--- config.mk ---
export PLATFORM = sky130hd
export DESIGN_NAME = hypoglycemia_episode_detector_core
export DESIGN_NICKNAME = d
export VERILOG_FILES = /design/src/design/hed_pkg.sv /design/src/design/hypoglycemia_episode_detector_core.sv
export SDC_FILE = /design/constraint.sdc
export NUM_CORES = 1
export LEC_CHECK = 0
export BUFFER_PORTS_ARGS = -buffer_cell sky130_fd_sc_hd__buf_2
export CORE_ASPECT_RATIO = 1.75
export CORE_MARGIN = 2
export CORE_UTILIZATION = 61
export DETAILED_ROUTE_END_ITERATION = 6
export GPL_ROUTABILITY_DRIVEN = 0
export PLACE_DENSITY = 0.78
export SYNTH_ARGS = -nofsm -noshare
export SYNTH_HDL_FRONTEND = slang
export SYNTH_SLANG_ARGS = --single-unit
--- constraint.sdc ---
create_clock -name i_clk -period 4.52 [get_ports i_clk]
set_input_delay 0.678 -clock i_clk [delete_from_list [all_inputs] [get_ports i_clk]]
set_output_delay 0.678 -clock i_clk [all_outputs]
set_load 0.02 [all_outputs]
--- src/design/hed_pkg.sv ---
// Package for the hypoglycemia episode detector: payload types, register
// indexes, constants and the saturating counter helper. No dependencies.
package hed_pkg;

    localparam int unsigned MAX_SEGMENT_SAMPLES = 65536;
    localparam int unsigned GLU_W  = 14;
    localparam int unsigned IDX_W  = 16;
    localparam int unsigned CNT_W  = 16;
    localparam int unsigned CFG_IDX_W  = 2;
    localparam int unsigned CFG_DATA_W = 16;

    // 54.0 mg/dL in tenths of mg/dL.
    localparam logic [GLU_W-1:0] SEVERE_LEVEL = GLU_W'(540);

    localparam logic [GLU_W-1:0] RST_LOW_THRESHOLD      = GLU_W'(700);
    localparam logic [CNT_W-1:0] RST_MIN_LOW_COUNT      = CNT_W'(24);
    localparam logic [CNT_W-1:0] RST_MIN_RECOVERY_COUNT = CNT_W'(3);

    // Last index before the segment index wraps to zero.
    localparam logic [IDX_W-1:0] LAST_INDEX = IDX_W'(MAX_SEGMENT_SAMPLES - 1);

    typedef enum logic [CFG_IDX_W-1:0] {
        CFG_LOW_THRESHOLD      = 2'd0,
        CFG_MIN_LOW_COUNT      = 2'd1,
        CFG_MIN_RECOVERY_COUNT = 2'd2
    } t_cfg_index;

    typedef struct packed {
        logic [GLU_W-1:0] glucose;
        logic             sample_valid;
        logic             segment_end;
    } t_item_in;

    typedef struct packed {
        logic [IDX_W-1:0] first_low_index;
        logic [IDX_W-1:0] last_low_index;
        logic [IDX_W-1:0] confirm_index;
        logic [CNT_W-1:0] severe_count;
        logic             by_recovery;
    } t_item_out;

    // Adds a to b and sticks at the counter maximum.
    function automatic logic [CNT_W-1:0] sat_add(input logic [CNT_W-1:0] a,
                                                 input logic [CNT_W-1:0] b);
        logic [CNT_W:0] sum;
        sum = {1'b0, a} + {1'b0, b};
        return sum[CNT_W] ? {CNT_W{1'b1}} : sum[CNT_W-1:0];
    endfunction

endpackage

--- src/design/hypoglycemia_episode_detector_core.sv ---
// Hypoglycemia episode detector: one glucose sample per input transaction,
// at most one episode report per output transaction. Uses hed_pkg.
//
// Input channel (i_valid / o_ready, payload i_item): one sample with its valid
// and segment-end flags. Output channel (o_valid / i_ready, payload o_result):
// an episode report with first-low, last-low and confirm indices, the severe
// reading count, and whether recovery confirmed it.
// An accepted sample sits in the input register, is evaluated against the
// episode state once the result register is free or its report is taken,
// and its report is loaded into the result register at the end of that
// evaluation cycle. One sample is taken every cycle while the receiver keeps
// up; the single evaluation stage only compares and updates counters.
// When the receiver stalls with a report pending, the evaluation stage holds;
// the input register still accepts one more sample, then o_ready drops until
// the report is taken.
// Reset (synchronous, active low) empties both registers, clears the episode
// state and the segment index, and loads threshold 700, minimum low count 24
// and minimum recovery count 3. Configuration writes (i_cfg_wr_en, i_cfg_index,
// i_cfg_wr_data) take effect at once and are meant for when the block is idle.
module hypoglycemia_episode_detector_core (
    input  logic                                i_clk,
    input  logic                                i_rst_n,
    input  logic                                i_valid,
    output logic                                o_ready,
    input  hed_pkg::t_item_in                   i_item,
    output logic                                o_valid,
    input  logic                                i_ready,
    output hed_pkg::t_item_out                  o_result,
    input  logic                                i_cfg_wr_en,
    input  logic [hed_pkg::CFG_IDX_W-1:0]       i_cfg_index,
    input  logic [hed_pkg::CFG_DATA_W-1:0]      i_cfg_wr_data
);

    // Configuration registers.
    logic [hed_pkg::GLU_W-1:0] r_low_threshold;
    logic [hed_pkg::CNT_W-1:0] r_min_low_count;
    logic [hed_pkg::CNT_W-1:0] r_min_recovery_count;

    // Input register.
    logic              r_in_vld;
    hed_pkg::t_item_in r_in;

    // Episode state.
    logic                      r_in_episode;
    logic [hed_pkg::IDX_W-1:0] r_sample_index;
    logic [hed_pkg::IDX_W-1:0] r_episode_start;
    logic [hed_pkg::IDX_W-1:0] r_last_low_index;
    logic [hed_pkg::CNT_W-1:0] r_low_count;
    logic [hed_pkg::CNT_W-1:0] r_recovery_count;
    logic [hed_pkg::CNT_W-1:0] r_severe_committed;
    logic [hed_pkg::CNT_W-1:0] r_severe_pending;

    // Result register.
    logic               r_out_vld;
    hed_pkg::t_item_out r_out;

    // Next values.
    logic                      n_in_episode;
    logic [hed_pkg::IDX_W-1:0] n_sample_index;
    logic [hed_pkg::IDX_W-1:0] n_episode_start;
    logic [hed_pkg::IDX_W-1:0] n_last_low_index;
    logic [hed_pkg::CNT_W-1:0] n_low_count;
    logic [hed_pkg::CNT_W-1:0] n_recovery_count;
    logic [hed_pkg::CNT_W-1:0] n_severe_committed;
    logic [hed_pkg::CNT_W-1:0] n_severe_pending;
    logic                      n_emit;
    hed_pkg::t_item_out        n_out;

    logic eval_fire;
    logic in_fire;

    assign eval_fire = r_in_vld && (!r_out_vld || i_ready);
    assign o_ready   = !r_in_vld || eval_fire;
    assign in_fire   = i_valid && o_ready;
    assign o_valid   = r_out_vld;
    assign o_result  = r_out;

    always_ff @(posedge i_clk) begin
        if (!i_rst_n) begin
            r_low_threshold      <= hed_pkg::RST_LOW_THRESHOLD;
            r_min_low_count      <= hed_pkg::RST_MIN_LOW_COUNT;
            r_min_recovery_count <= hed_pkg::RST_MIN_RECOVERY_COUNT;
        end else if (i_cfg_wr_en) begin
            unique case (i_cfg_index)
                hed_pkg::CFG_LOW_THRESHOLD:
                    r_low_threshold <= i_cfg_wr_data[hed_pkg::GLU_W-1:0];
                hed_pkg::CFG_MIN_LOW_COUNT:
                    r_min_low_count <= i_cfg_wr_data;
                hed_pkg::CFG_MIN_RECOVERY_COUNT:
                    r_min_recovery_count <= i_cfg_wr_data;
                default: ;
            endcase
        end
    end

    always_comb begin
        logic low;
        logic [hed_pkg::CNT_W-1:0] sev;
        logic [hed_pkg::IDX_W-1:0] idx;

        idx  = r_sample_index;
        low  = r_in.glucose < r_low_threshold;
        sev  = hed_pkg::CNT_W'(r_in.glucose < hed_pkg::SEVERE_LEVEL);

        n_in_episode       = r_in_episode;
        n_episode_start    = r_episode_start;
        n_last_low_index   = r_last_low_index;
        n_low_count        = r_low_count;
        n_recovery_count   = r_recovery_count;
        n_severe_committed = r_severe_committed;
        n_severe_pending   = r_severe_pending;
        n_emit             = 1'b0;
        n_out              = '0;

        if (r_in.sample_valid) begin
            if (!r_in_episode) begin
                if (low) begin
                    n_in_episode       = 1'b1;
                    n_episode_start    = idx;
                    n_last_low_index   = idx;
                    n_low_count        = hed_pkg::CNT_W'(1);
                    n_recovery_count   = '0;
                    n_severe_committed = sev;
                    n_severe_pending   = '0;
                end
            end else if (low) begin
                n_low_count        = hed_pkg::sat_add(r_low_count, hed_pkg::CNT_W'(1));
                n_last_low_index   = idx;
                n_recovery_count   = '0;
                // Severe readings seen during a recovery attempt count only
                // once a new low reading shows the episode went on.
                n_severe_committed = hed_pkg::sat_add(
                    hed_pkg::sat_add(r_severe_committed, r_severe_pending), sev);
                n_severe_pending   = '0;
            end else if (r_low_count < r_min_low_count) begin
                n_in_episode = 1'b0;
            end else begin
                n_recovery_count = hed_pkg::sat_add(r_recovery_count, hed_pkg::CNT_W'(1));
                n_severe_pending = hed_pkg::sat_add(r_severe_pending, sev);
                if (n_recovery_count >= r_min_recovery_count) begin
                    n_emit                = 1'b1;
                    n_out.first_low_index = r_episode_start;
                    n_out.last_low_index  = r_last_low_index;
                    n_out.confirm_index   = idx;
                    n_out.severe_count    = r_severe_committed;
                    n_out.by_recovery     = 1'b1;
                    n_in_episode          = 1'b0;
                end
            end
        end

        // A segment end flushes a qualifying open episode; an episode that
        // just closed by recovery on this sample is not reported twice.
        if (r_in.segment_end) begin
            if (n_in_episode && n_low_count >= r_min_low_count) begin
                n_emit                = 1'b1;
                n_out.first_low_index = n_episode_start;
                n_out.last_low_index  = n_last_low_index;
                n_out.confirm_index   = idx;
                n_out.severe_count    = n_severe_committed;
                n_out.by_recovery     = 1'b0;
            end
            n_in_episode   = 1'b0;
            n_sample_index = '0;
        end else begin
            n_sample_index = (idx == hed_pkg::LAST_INDEX) ? '0 : idx + hed_pkg::IDX_W'(1);
        end

        if (!n_in_episode) begin
            n_episode_start    = '0;
            n_last_low_index   = '0;
            n_low_count        = '0;
            n_recovery_count   = '0;
            n_severe_committed = '0;
            n_severe_pending   = '0;
        end
    end

    always_ff @(posedge i_clk) begin
        if (!i_rst_n) begin
            r_in_vld           <= 1'b0;
            r_out_vld          <= 1'b0;
            r_in_episode       <= 1'b0;
            r_sample_index     <= '0;
            r_episode_start    <= '0;
            r_last_low_index   <= '0;
            r_low_count        <= '0;
            r_recovery_count   <= '0;
            r_severe_committed <= '0;
            r_severe_pending   <= '0;
        end else begin
            if (in_fire) begin
                r_in_vld <= 1'b1;
            end else if (eval_fire) begin
                r_in_vld <= 1'b0;
            end

            if (eval_fire) begin
                r_out_vld          <= n_emit;
                r_in_episode       <= n_in_episode;
                r_sample_index     <= n_sample_index;
                r_episode_start    <= n_episode_start;
                r_last_low_index   <= n_last_low_index;
                r_low_count        <= n_low_count;
                r_recovery_count   <= n_recovery_count;
                r_severe_committed <= n_severe_committed;
                r_severe_pending   <= n_severe_pending;
            end else if (i_ready) begin
                r_out_vld <= 1'b0;
            end
        end
    end

    always_ff @(posedge i_clk) begin
        if (in_fire) begin
            r_in <= i_item;
        end
        if (eval_fire) begin
            r_out <= n_out;
        end
    end

endmodule

; ---- After elaboration in Yosys (flattened, before gate mapping)
; Cells that the tools add are included.
[word_totals]
reg_bits = 242
latch_bits = 0
ram_bits = 0
mem_bits_ro = 0
input_bits = 39
out_inout_bits = 67
memories = 0
[op_classes]
add_sub_neg = 6
multipliers = 0
n_div = 0
order_cmp = 5
n_eq_ne = 6
n_shift = 0
mux = 60
bitwise_logic = 0
reduce_logical = 14
[op_table]
columns = cell, n
row1 = 2-to-1 mux 16 bit, 35
row2 = 2-to-1 mux 65 bit, 7
row3 = adder 16 x 1 -> 17 bit, 2
row4 = adder 16 x 1 -> 17 bit (second input constant), 2
row5 = greater-or-equal comparator 16 bit, 2
row6 = 2-to-1 mux 1 bit, 18
row7 = adder 16 x 16 -> 17 bit, 1
row8 = adder 16 x 1 -> 16 bit (second input constant), 1
row9 = equality test 16 bit (second input constant), 1
row10 = < comparator 16 bit, 1
row11 = < comparator 14 x 10 -> 1 bit (second input constant), 1
row12 = < comparator 14 bit, 1
row13 = AND reduction 2 bit, 3
row14 = AND reduction 4 bit, 1
row15 = nonzero test 2 bit, 2
row16 = logical AND 1 bit, 3
row17 = inequality test 3 x 2 -> 1 bit (second input constant), 1
row18 = inequality test 3 bit (second input constant), 1
row19 = equality test 2 x 1 -> 1 bit (second input constant), 1
row20 = equality test 2 bit (second input constant), 1
row21 = zero test 1 bit, 2
row22 = zero test 2 bit, 1
row23 = logical OR 1 bit, 2
row24 = inequality test 2 bit (second input constant), 1

; ---- Longest topological paths before layout
; Gate-level depths: netlist of run 1.
[logic_depth]
depth_word = 12
ltp_mapped = 21
mapped_depth_nobuf = 19

; ---- Worst setup path before layout of run 1
; OpenSTA, ideal clock, no wires.
[synth_timing]
kind = register to register
start = register r_in[9] in the netlist's numbering
end = register r_out, in the netlist o_result[23], data pin
arrival_ns = 3.860
setup_slack_ns = 0.393
stages_incl_launch_ff = 20
period_less_slack_ns = 4.127
cell_sequence = edfxtp_1 -> ha_1 -> a21o_1 -> a21o_1 -> a21oi_1 -> or2_2 -> and4_1 -> clkbuf_1 -> clkbuf_1 -> a21oi_1 -> a21oi_1 -> ha_1 -> a21o_1 -> a21oi_1 -> o21ai_0 -> a21oi_1 -> o21ai_0 -> a21oi_1 -> clkbuf_1 -> nor2b_1
[synth_lines]
columns = element, line_no
row1 = start: declaration, hypoglycemia_episode_detector_core.sv:41  ; hed_pkg::t_item_in r_in;
row2 = start signal: assignment, hypoglycemia_episode_detector_core.sv:216  ; r_in <= i_item;
row3 = end signal: assignment, hypoglycemia_episode_detector_core.sv:219  ; r_out <= n_out;
row4 = end: declaration, hypoglycemia_episode_detector_core.sv:55  ; hed_pkg::t_item_out r_out;

==> run metrics, run 1 <==
outcome=finished clean; Die Area=between 20000 and 25000 um2; antenna viol nets, final=0; TNS Setup=0 ns; worst path required time=4.78 ns; placed cell areas=approximately 14000 um2; layout cells sized above 1=between 10 and 15%; Critical R2R Launch=r_in[13]; worst r2r path cells=18; Post-synth EDFFs=81; 1st-iter DRT viols=about 870; Core Area=20800 um2; yosys warns=0; Netlist cell types=80; syn_nets=between 1500 and 2000; multi-input combinational cell area=around 6700 um2; Slew Viols, Final=0; CTS tree=yes; gr ovfl total=0; Max Root-Sink Buffers=3; fill count=~1600; number of cells on the worst hold path=1; Port-buffer cells=105; crit path from=r_in[13]; total CTS buffers=23; pwr/cell area=319 nW/um2; CP Launch Type=register; max_cap viols=0; Setup Crit Path Kind=register to register; number of diodes=0; Clock Latency Late Sink=around 0.53 ns; Sw Share=a little under a quarter; commonest cells in the netlist=186 x nand2_1, 161 x dfxtp_1, 140 x a21oi_1; Crit. End Element=register; Final setup viols=0; largest net degree at the start of global routing=between 40 and 50; final net count=1607; Die H=a little under 200 um; placed cell count=approximately 1700; register share of total power=between 40 and 50%; fin util=69.7%; Hold-fix buffers, CTS=0; Psw=roughly 1.1 mW; Final period util=between 90 and 100%; Finished Layout Cells=between 1500 and 2000; Worst Hold Path EP=r_in[15]; Syn Std Cell Area=around 13000 um2; Clock Sinks=about 240; Least-Margin Pin Slew=around 1.1 ns; number of vias in the routed layout=approximately 11000; vias in the first global route=10600; pre-CTS setup slack=around 0.006 ns; final setup margin=0.282 ns; initial antenna violation count=0; row count=70; ranking of synthesized cells by area=dfxtp_1 25%, edfxtp_1 19%, ha_1 8.1%; Tmin final=between 4 and 5 ns; io pins=approximately 110; Fmax=between 200 and 250 MHz; r2r setup slk=approximately 0.28 ns; async set-reset flop share out of synthesis=0%; storage element area=between 5000 and 6000 um2; RSZ-0062 raised after global routing=false; share of the yosys chip area belonging to registers=44.1%; vias per cell=6.25; worst hold path type=input pin to register; register bit count reported by yosys=roughly 240; chip width=114 um; Max VDD drop=0.000398 V; Finished Cell Area=about 14000 um2; Final Hold Viols=0; effective utilization at floorplan=between 60% and 70%; Max H-tree Level=1; worst clock skew=0.0284 ns; Pint=~3.6 mW; Post-DP HPWL=~23000 um; endpoint of the worst register-to-register path=o_result[43]; normalized max-slew margin=28.0%; detail-routed net length per standard cell=~18 um; All-Layer GR Usage=28.3%; Worst-path clk slew=~0.070 ns; Pre-Repair DR Iteration Count=6; total wire length=about 32000 um; DRC Markers=0; largest area contributor in the netlist=dfxtp_1; leakage power=a little under 6 nW; combinational fraction of design power=under 10%; crit path max fanout=16; share of total power in the clock network=between 40 and 50%; most frequent cell after synthesis=nand2_1; hold path startpoint=i_item[15]; CTS root buf=clkbuf_16; Post-synth top flop=dfxtp_1; crit path DAT=approximately 4.5 ns; Area Overhead vs Synth=12.7%; syn avg cell area=9.13 um2; Yosys top cell area share=~25%; global-route wire length before repair=about 51000 um; Mapped Cells=1405
## worst max-delay path by stage
stage	end	slack (ns)	depth (start not counted)
floorplan	o_result[23]	0.39	19
global placement	o_result[4]	0.13	15
detailed placement	o_result[10]	0.006	15
CTS	o_result[10]	0.07	16
global route	o_result[51]	0.01	18
finish	o_result[43]	0.28	18
## routing by layer
metal | global-route usage (%) | vias up | wire length [um]
met5 | 0 | - | 0
met3 | 2.72 | 105 | 1340
li1 | - | 5288 | -
met1 | 31.5 | 5174 | 12200
met4 | 13.9 | 0 | 1640
met2 | 52.8 | 381 | 17000
## critical path, cell delays in order, from the launching register on
cell	delay (ns)
edfxtp_1	0.40
ha_1	0.31
a21o_1	0.17
a21o_1	0.17
a21oi_1	0.21
and4_2	0.39
nand2_1	0.11
o22ai_1	0.21
ha_1	0.25
nand2b_1	0.15
a21o_1	0.18
a21o_1	0.17
a21oi_1	0.19
o21a_1	0.20
o21a_1	0.20
buf_4	0.15
nor2_1	0.04
buf_4	0.20
a22o_1	0.26
## cells in the final DEF (no fill, tap or decap), types with 16 or more instances in the layout
cell / instances
buf_4: 32
nand3_1: 48
clkbuf_16: 23
edfxtp_1: 81
nor2_1: 77
a22o_1: 94
xor2_1: 16
inv_1: 60
nand2_1: 186
a21o_1: 24
a21oi_1: 140
o21ai_0: 65
and3_1: 16
ha_1: 83
buf_2: 105
nand2b_1: 16
dfxtp_1: 161
nor2b_1: 24
nand4_1: 24
## flip-flops by register name, indices dropped and copies added (netlist names)
name,flops
r_last_low_index,16
r_low_count,16
r_episode_start,16
r_recovery_count,16
o_valid,1
r_min_recovery_count,16
r_severe_pending,16
r_severe_committed,16
r_sample_index,16
r_min_low_count,16
r_low_threshold,14
o_result,65
r_in,16
r_in_vld,1
r_in_episode,1
## what timing repair did
action / CTS / global route
gates resized for setup: 3 / 12
setup buffers: 0 / 2
setup endpoints to repair: 5 / 134
gates cloned: 0 / 1
pin swaps: 0 / 2
## cell families after synthesis
family | Yosys count | synth area share, %
compound gates | 435 | 23.3
xor+xnor | 30 | 2.05
fa+ha+maj | 84 | 8.25
buf+inv | 147 | 4.39
flops | 242 | 44.1
mux | 2 | 0.156
simple gates | 465 | 17.8
## final cells by class
cell class                 count  area share, %
timing repair buffer         138           5.43
multi-input combinational   1017           46.1
tap                          252           2.18
sequential                   242           39.1
clock buffer                  29           4.21
inverter                      62           1.61
clock inverter                13           1.35
## per-stage QoR
stage / power (mW) / hold WS (ns)
2_1_floorplan: 2.50 / 0.436
3_3_place_gp: 2.60 / 0.444
3_5_place_dp: 2.60 / 0.448
4_1_cts: 4.64 / 0.308
5_1_grt: 4.74 / 0.305
6_report: 4.62 / 0.317
## power by group through the flow
stage	sequential, mW	clock, mW	combinational, mW
after floorplan	2.35	0	0.152
after global placement	2.35	0	0.246
after detailed placement	2.35	0	0.252
after CTS	2.30	2.08	0.254
after global routing	2.31	2.15	0.284
final	2.30	2.06	0.259
No activity file was read; power rests on OpenSTA's default activity.
==> run 2: changes to the inputs <==
--- a/config.mk
+++ b/config.mk
@@ -8,10 +8,11 @@
 export BUFFER_PORTS_ARGS = -buffer_cell sky130_fd_sc_hd__buf_2
 export CORE_ASPECT_RATIO = 1.75
 export CORE_MARGIN = 2
-export CORE_UTILIZATION = 61
+export CORE_UTILIZATION = 62
+export CTS_BUF_LIST = sky130_fd_sc_hd__clkbuf_4
 export DETAILED_ROUTE_END_ITERATION = 6
 export GPL_ROUTABILITY_DRIVEN = 0
-export PLACE_DENSITY = 0.78
+export PLACE_DENSITY = 0.79
 export SYNTH_ARGS = -nofsm -noshare
 export SYNTH_HDL_FRONTEND = slang
 export SYNTH_SLANG_ARGS = --single-unit
==> run 2 against run 1 <==
  * Via count up 2.0%
  * Final area decreased by 0.15%
  * Non-clock buffer count grew 4
  * Highest routed layer unchanged
==> run metrics, run 2 (same netlist as run 1, synthesis figures left out) <==
outcome=finished clean (unchanged); total wire length=32100 um (was 32200 um); max layer used=met4 (unchanged); placed cell areas=13600 um2 (about the same); CP Cell Sequence=ha_1 > a21o_1 > a21o_1 > a21oi_1 > or2_2 > and4_1 > buf_4 > a21oi_1 > a21oi_1 > ha_1 > a21o_1 > a21oi_1 > o21ai_0 > a21oi_1 > o21ai_1 > a31o_4 > a22o_1 (was ha_1 > a21o_1 > a21o_1 > a21oi_1 > and4_2 > nand2_1 > o22ai_1 > ha_1 > nand2b_1 > a21o_1 > a21o_1 > a21oi_1 > o21a_1 > o21a_1 > buf_4 > nor2_1 > buf_4 > a22o_1); Die Area=21900 um2 (was 22300 um2); RSZ-0062 raised after global routing=false (unchanged); Largest delay share family, worst path=compound AO/OA/AOI/OAI gates (unchanged); final net count=1642 (was 1607); routed wl met3=1560 um (was 1340 um); crit path DAT=4.73 ns (was 4.50 ns); slowest cell on the critical path=and4_1 (was edfxtp_1); fill count=1599 (was 1628); Final period util=94.1% (was 93.8%); worst clock skew=0.0579 ns (was 0.0284 ns); vias per cell=6.16 (was 6.25); Fmax=235 MHz (was 236 MHz); Least-Margin Pin Slew=1.15 ns (was 1.07 ns); commonest non-fill, non-tap cell in the layout=nand2_1 (unchanged); CTS tree=yes (unchanged); Pre-Repair DR Iteration Count=5 (was 6); Worst-path clk slew=0.08 ns (was 0.07 ns); Final setup viols=0 (unchanged); worst hold path type=input pin to register (unchanged); Max H-tree Level=2 (was 1); WHS=0.132 ns (was 0.317 ns); global-route wire length before repair=52200 um (was 51500 um); Crit. End Element=register (unchanged); Core Area=20300 um2 (was 20800 um2); share of total power in the clock network=42.0% (was 44.5%); 1st-iter DRT viols=892 (was 867); row count=69 (was 70); crit path max fanout=32 (was 16); Met1 Wirelength=11700 um (was 12200 um); total CTS buffers=55 (was 23); layout cells sized above 1=17.8% (was 14.9%); Max Root-Sink Buffers=3 (unchanged); Tmin final=4.25 ns (was 4.24 ns); largest net degree at the start of global routing=54 (was 45); chip width=113 um (was 114 um); initial antenna violation count=1 (was 0); worst path required time=4.99 ns (was 4.78 ns); Pint=3.34 mW (was 3.57 mW); Psw=1.07 mW (was 1.05 mW); Area Overhead vs Synth=12.6% (was 12.7%); max reg flops=65 (unchanged); io pins=106 (unchanged); normalized max-slew margin=22.9% (was 28.0%); Max VDD drop=0.000242 V (was 0.000398 V); CTS root buf=clkbuf_4 (was clkbuf_16); Clock Latency Late Sink=0.74 ns (was 0.53 ns); Final Hold Viols=0 (unchanged); CP most frequent cell=a21oi_1 (was a21o_1); Post-DP HPWL=23400 um (about the same); combinational fraction of design power=5.9% (was 5.6%); detail-routed net length per standard cell=17.7 um (was 18.4 um); Port-buffer cells=105 (unchanged); Sw Share=24.3% (was 22.8%); max_cap viols=0 (unchanged); DR WL met2=16600 um (was 17000 um); Hold-fix buffers, CTS=0 (unchanged); gr ovfl total=0 (unchanged); All-Layer GR Usage=29.1% (was 28.3%); number of vias in the routed layout=11200 (was 10900); DRC Markers=0 (unchanged); leakage power=6.00 nW (was 5.90 nW); vias in the first global route=11000 (was 10600); Die H=194 um (was 196 um); effective utilization at floorplan=63.2% (was 61.8%); pwr/cell area=306 nW/um2 (was 319 nW/um2); most frequent cells in the layout=186 x nand2_1, 161 x dfxtp_1, 140 x a21oi_1 (unchanged); antenna viol nets, final=0 (unchanged); Finished Cell Area=14400 um2 (was 14500 um2); register share of total power=52.1% (was 49.9%); max incr delay on CP=0.42 ns (was 0.40 ns); Clock Sinks=242 (unchanged); Slew Viols, Final=0 (unchanged); CP Launch Type=register (unchanged); CP bufs+invs=1 (was 2); Setup Crit Path Kind=register to register (unchanged); TNS Setup=0 ns (unchanged)
[run 2: timing repair]
action                                  CTS  global route
resized for setup                         0             9
endpoints found under the setup margin    0            96
setup buffers                             0             4
[run 2: per-layer routing]
metal	vias up	track usage, %
met5	-	0
met4	0	19.2
met3	146	4.97
met2	405	52.0
met1	5229	30.8
li1	5388	-
[run 2: power groups by stage]
stage | sequential [mW] | clock, mW | combinational (mW)
after floorplan | 2.35 | 0 | 0.152
after global placement | 2.35 | 0 | 0.246
after detailed placement | 2.35 | 0 | 0.253
after CTS | 2.30 | 1.90 | 0.254
after global routing | 2.30 | 2.01 | 0.285
final | 2.30 | 1.86 | 0.260
[run 2: metrics by stage]
stage               utilization, %  power (mW)  std cells  setup WS, ns
finish                        71.2        4.42       1813         0.265
global route                  71.2        4.60       1813       0.00691
CTS                           70.9        4.46       1808        0.0193
detailed placement            67.0        2.60       1706        0.0317
global placement              67.0        2.60       1706         0.175
floorplan                        -        2.50       1405         0.393
[run 2: cell type report]
class	count	area, um2	area share (%)
Clock buffer	84	631	4.37
Multi-Input combinational cell	1016	6640	46.0
Antenna cell	1	2.50	0.0173
Tap cell	248	310	2.15
Sequential cell	242	5660	39.2
Clock inverter	18	148	1.02
Inverter	62	233	1.61
Timing Repair Buffer	142	816	5.65
[run 2: final timing paths]
path / start / endpoint / slack, ns / cells after the start
worst min-delay path: i_item[1] / r_in[1] / 0.13 / 1
worst max register to register: r_in[9] / o_result[7] / 0.27 / 17
worst max-delay path: r_in[9] / o_result[7] / 0.27 / 17
worst min register to register: r_low_threshold[13] / r_low_threshold[13] / 0.46 / 2
[run 2: worst reg2reg max path, delay by kind of cell, from the launching register on]
kind	cells	cell delay, ns
adder cells (fa/ha/maj)	2	0.61
buffers and inverters	1	0.24
AO/OA/AOI/OAI	12	2.22
flip-flops	1	0.40
AND/OR/NAND/NOR	2	0.56
==> run 3: changes to the inputs <==
--- a/config.mk
+++ b/config.mk
@@ -13,6 +13,7 @@
 export DETAILED_ROUTE_END_ITERATION = 6
 export GPL_ROUTABILITY_DRIVEN = 0
 export PLACE_DENSITY = 0.79
+export RECOVER_POWER = 50
 export SYNTH_ARGS = -nofsm -noshare
 export SYNTH_HDL_FRONTEND = slang
 export SYNTH_SLANG_ARGS = --single-unit
==> run 3 against run 2 <==
  * Sequential cell count did not move
  * Routed wire length rose by 0.31%
  * Global-route usage did not move
  * Largest cell class unchanged
  * Non-clock buffer count did not move
  * Sequential share of layout area rose by 0.29 points
  * Highest routed layer unchanged
  * The flow now finishes with violations (design-rule violations, max-capacitance violations, max-slew violations)
  * Power barely moved
  * First-iteration DRC count rose by 4.8%
  * Final area fell by 0.73%
==> run metrics, run 3 (same netlist as run 1, synthesis figures left out) <==
vias per cell=6.14 (was 6.16); DRC Markers=3 (was 0); largest net degree at the start of global routing=54 (unchanged); CP bufs+invs=1 (unchanged); fill count=1648 (was 1599); Max Root-Sink Buffers=3 (unchanged); worst clock skew=0.0637 ns (was 0.0579 ns); failing checks=design-rule violations, max-capacitance violations, max-slew violations; Area Overhead vs Synth=11.7% (was 12.6%); CP most frequent cell=a21oi_1 (unchanged); crit path from=r_in[9] (unchanged); pre-CTS setup slack=0.0317 ns (unchanged); max reg flops=65 (unchanged); gr ovfl total=0 (unchanged); total wire length=32200 um (was 32100 um); Final Hold Viols=0 (unchanged); most frequent cells in the layout=186 x nand2_1, 161 x dfxtp_1, 140 x a21oi_1 (unchanged); number of cells on the worst hold path=1 (unchanged); effective utilization at floorplan=63.2% (unchanged); Hold-fix buffers, CTS=0 (unchanged); vias in the first global route=11000 (unchanged); worst r2r path cells=17 (unchanged); Clock Latency Late Sink=0.75 ns (was 0.74 ns); layout cells sized above 1=13.0% (was 17.8%); final setup margin=0.249 ns (was 0.265 ns); worst hold path type=input pin to register (unchanged); Post-DP HPWL=23400 um (unchanged); Setup Crit Path Kind=register to register (unchanged); Critical R2R Launch=r_in[9] (unchanged); initial antenna violation count=1 (unchanged); TNS Setup=0 ns (unchanged); leakage power=5.72 nW (was 6.00 nW); stages on the worst setup path=17 (unchanged); CP Cell Sequence=ha_1 > a21o_1 > a21o_1 > a21oi_1 > or2_2 > and4_1 > buf_4 > a21oi_1 > a21oi_1 > ha_1 > a21o_1 > a21oi_1 > o21ai_0 > a21oi_1 > o21ai_1 > a31o_4 > a22o_1 (unchanged); Clock Sinks=242 (unchanged); Final period util=94.5% (was 94.1%); chip width=113 um (unchanged); CP Launch Type=register (unchanged); max_cap viols=4 (was 0); Largest delay share family, worst path=compound AO/OA/AOI/OAI gates (unchanged); max incr delay on CP=0.42 ns (about the same); Max H-tree Level=2 (unchanged); Tmin final=4.27 ns (was 4.25 ns); antenna viol nets, final=0 (unchanged); Fmax=234 MHz (was 235 MHz); slowest cell on the critical path=and4_1 (unchanged); Die H=194 um (unchanged); Crit. End Element=register (unchanged); Slew Viols, Final=126 (was 0); crit path max fanout=32 (unchanged); number of vias in the routed layout=11100 (was 11200); outcome=finished, violations left (was finished clean); worst path required time=4.99 ns (about the same); global-route wire length before repair=52200 um (unchanged); detail-routed net length per standard cell=17.8 um (was 17.7 um); Port-buffer cells=105 (unchanged); commonest non-fill, non-tap cell in the layout=nand2_1 (unchanged); total power=4.42 mW (about the same); total CTS buffers=55 (unchanged); Final setup viols=0 (unchanged); CTS root buf=clkbuf_4 (unchanged); io pins=106 (unchanged); crit path DAT=4.74 ns (was 4.73 ns); 1st-iter DRT viols=935 (was 892); Die Area=21900 um2 (unchanged); CTS tree=yes (unchanged); Pre-Repair DR Iteration Count=7 (was 5); multi-input combinational cell area=6640 um2 (about the same); Least-Margin Pin Slew=2.18 ns (was 1.15 ns); RSZ-0062 raised after global routing=false (unchanged); row count=69 (unchanged); All-Layer GR Usage=29.1% (unchanged); pwr/cell area=308 nW/um2 (was 306 nW/um2); normalized max-slew margin=-45.9% (was 22.9%); final net count=1642 (unchanged); storage element area=5660 um2 (unchanged); Worst-path clk slew=0.07 ns (was 0.08 ns); Core Area=20300 um2 (unchanged); Max VDD drop=0.000241 V (was 0.000242 V); hold path startpoint=i_item[1] (unchanged)
-- run 3: area by class of cell --
class / instances / share of cell area [%]
clock buffer: 84 / 4.40
clock inverter: 18 / 1.03
sequential: 242 / 39.5
timing repair buffer: 142 / 4.99
multi-input combinational: 1016 / 46.3
inverter: 62 / 1.62
tap: 248 / 2.16
antenna: 1 / 0.0175
-- run 3: worst reg2reg max path: stages (launching register included) --
cell	delay (ns)
edfxtp_1	0.40
ha_1	0.32
a21o_1	0.16
a21o_1	0.17
a21oi_1	0.13
or2_2	0.14
and4_1	0.42
buf_4	0.24
a21oi_1	0.07
a21oi_1	0.21
ha_1	0.29
a21o_1	0.17
a21oi_1	0.12
o21ai_0	0.10
a21oi_1	0.21
o21ai_1	0.19
a31o_4	0.39
a22o_1	0.30
-- run 3: final timing paths --
path,end,slack (ns)
worst max-delay path,o_result[7],0.25
worst min-delay path,r_in[1],0.12
worst max register to register,o_result[7],0.25
worst min register to register,r_low_threshold[13],0.46
-- run 3: timing repair --
| item | 4_1_cts | 5_1_grt |
|---|---|---|
| buffers inserted | 0 | 4 |
| gates resized for setup | 0 | 9 |
| setup endpoints to repair | 0 | 96 |
-- run 3: per-layer routing --
layer  routed length [um]  global-route usage (%)  vias up
li1                     -                       -     5381
met3                 1640                    4.97      139
met4                 2120                    19.2        0
met2                16700                    52.0      403
met1                11800                    30.8     5209
met5                    0                       0        -
-- run 3: through the flow --
stage	util (%)	cells	instance area, um2	hold slack, ns
final	70.6	1813	14300	0.124
after CTS	70.9	1808	14400	0.0834
after global routing	70.6	1813	14300	0.0989
after detailed placement	67.0	1706	13600	0.448
after floorplan	-	1405	12800	0.436
after global placement	67.0	1706	13600	0.443
-- run 3: report_power, final --
group / leakage [nW] / total (mW) / internal, mW / switching [mW]
logic: 3.09 / 0.256 / 0.0829 / 0.173
registers: 2.17 / 2.30 / 2.28 / 0.0243
clock network: 0.466 / 1.86 / 0.980 / 0.877
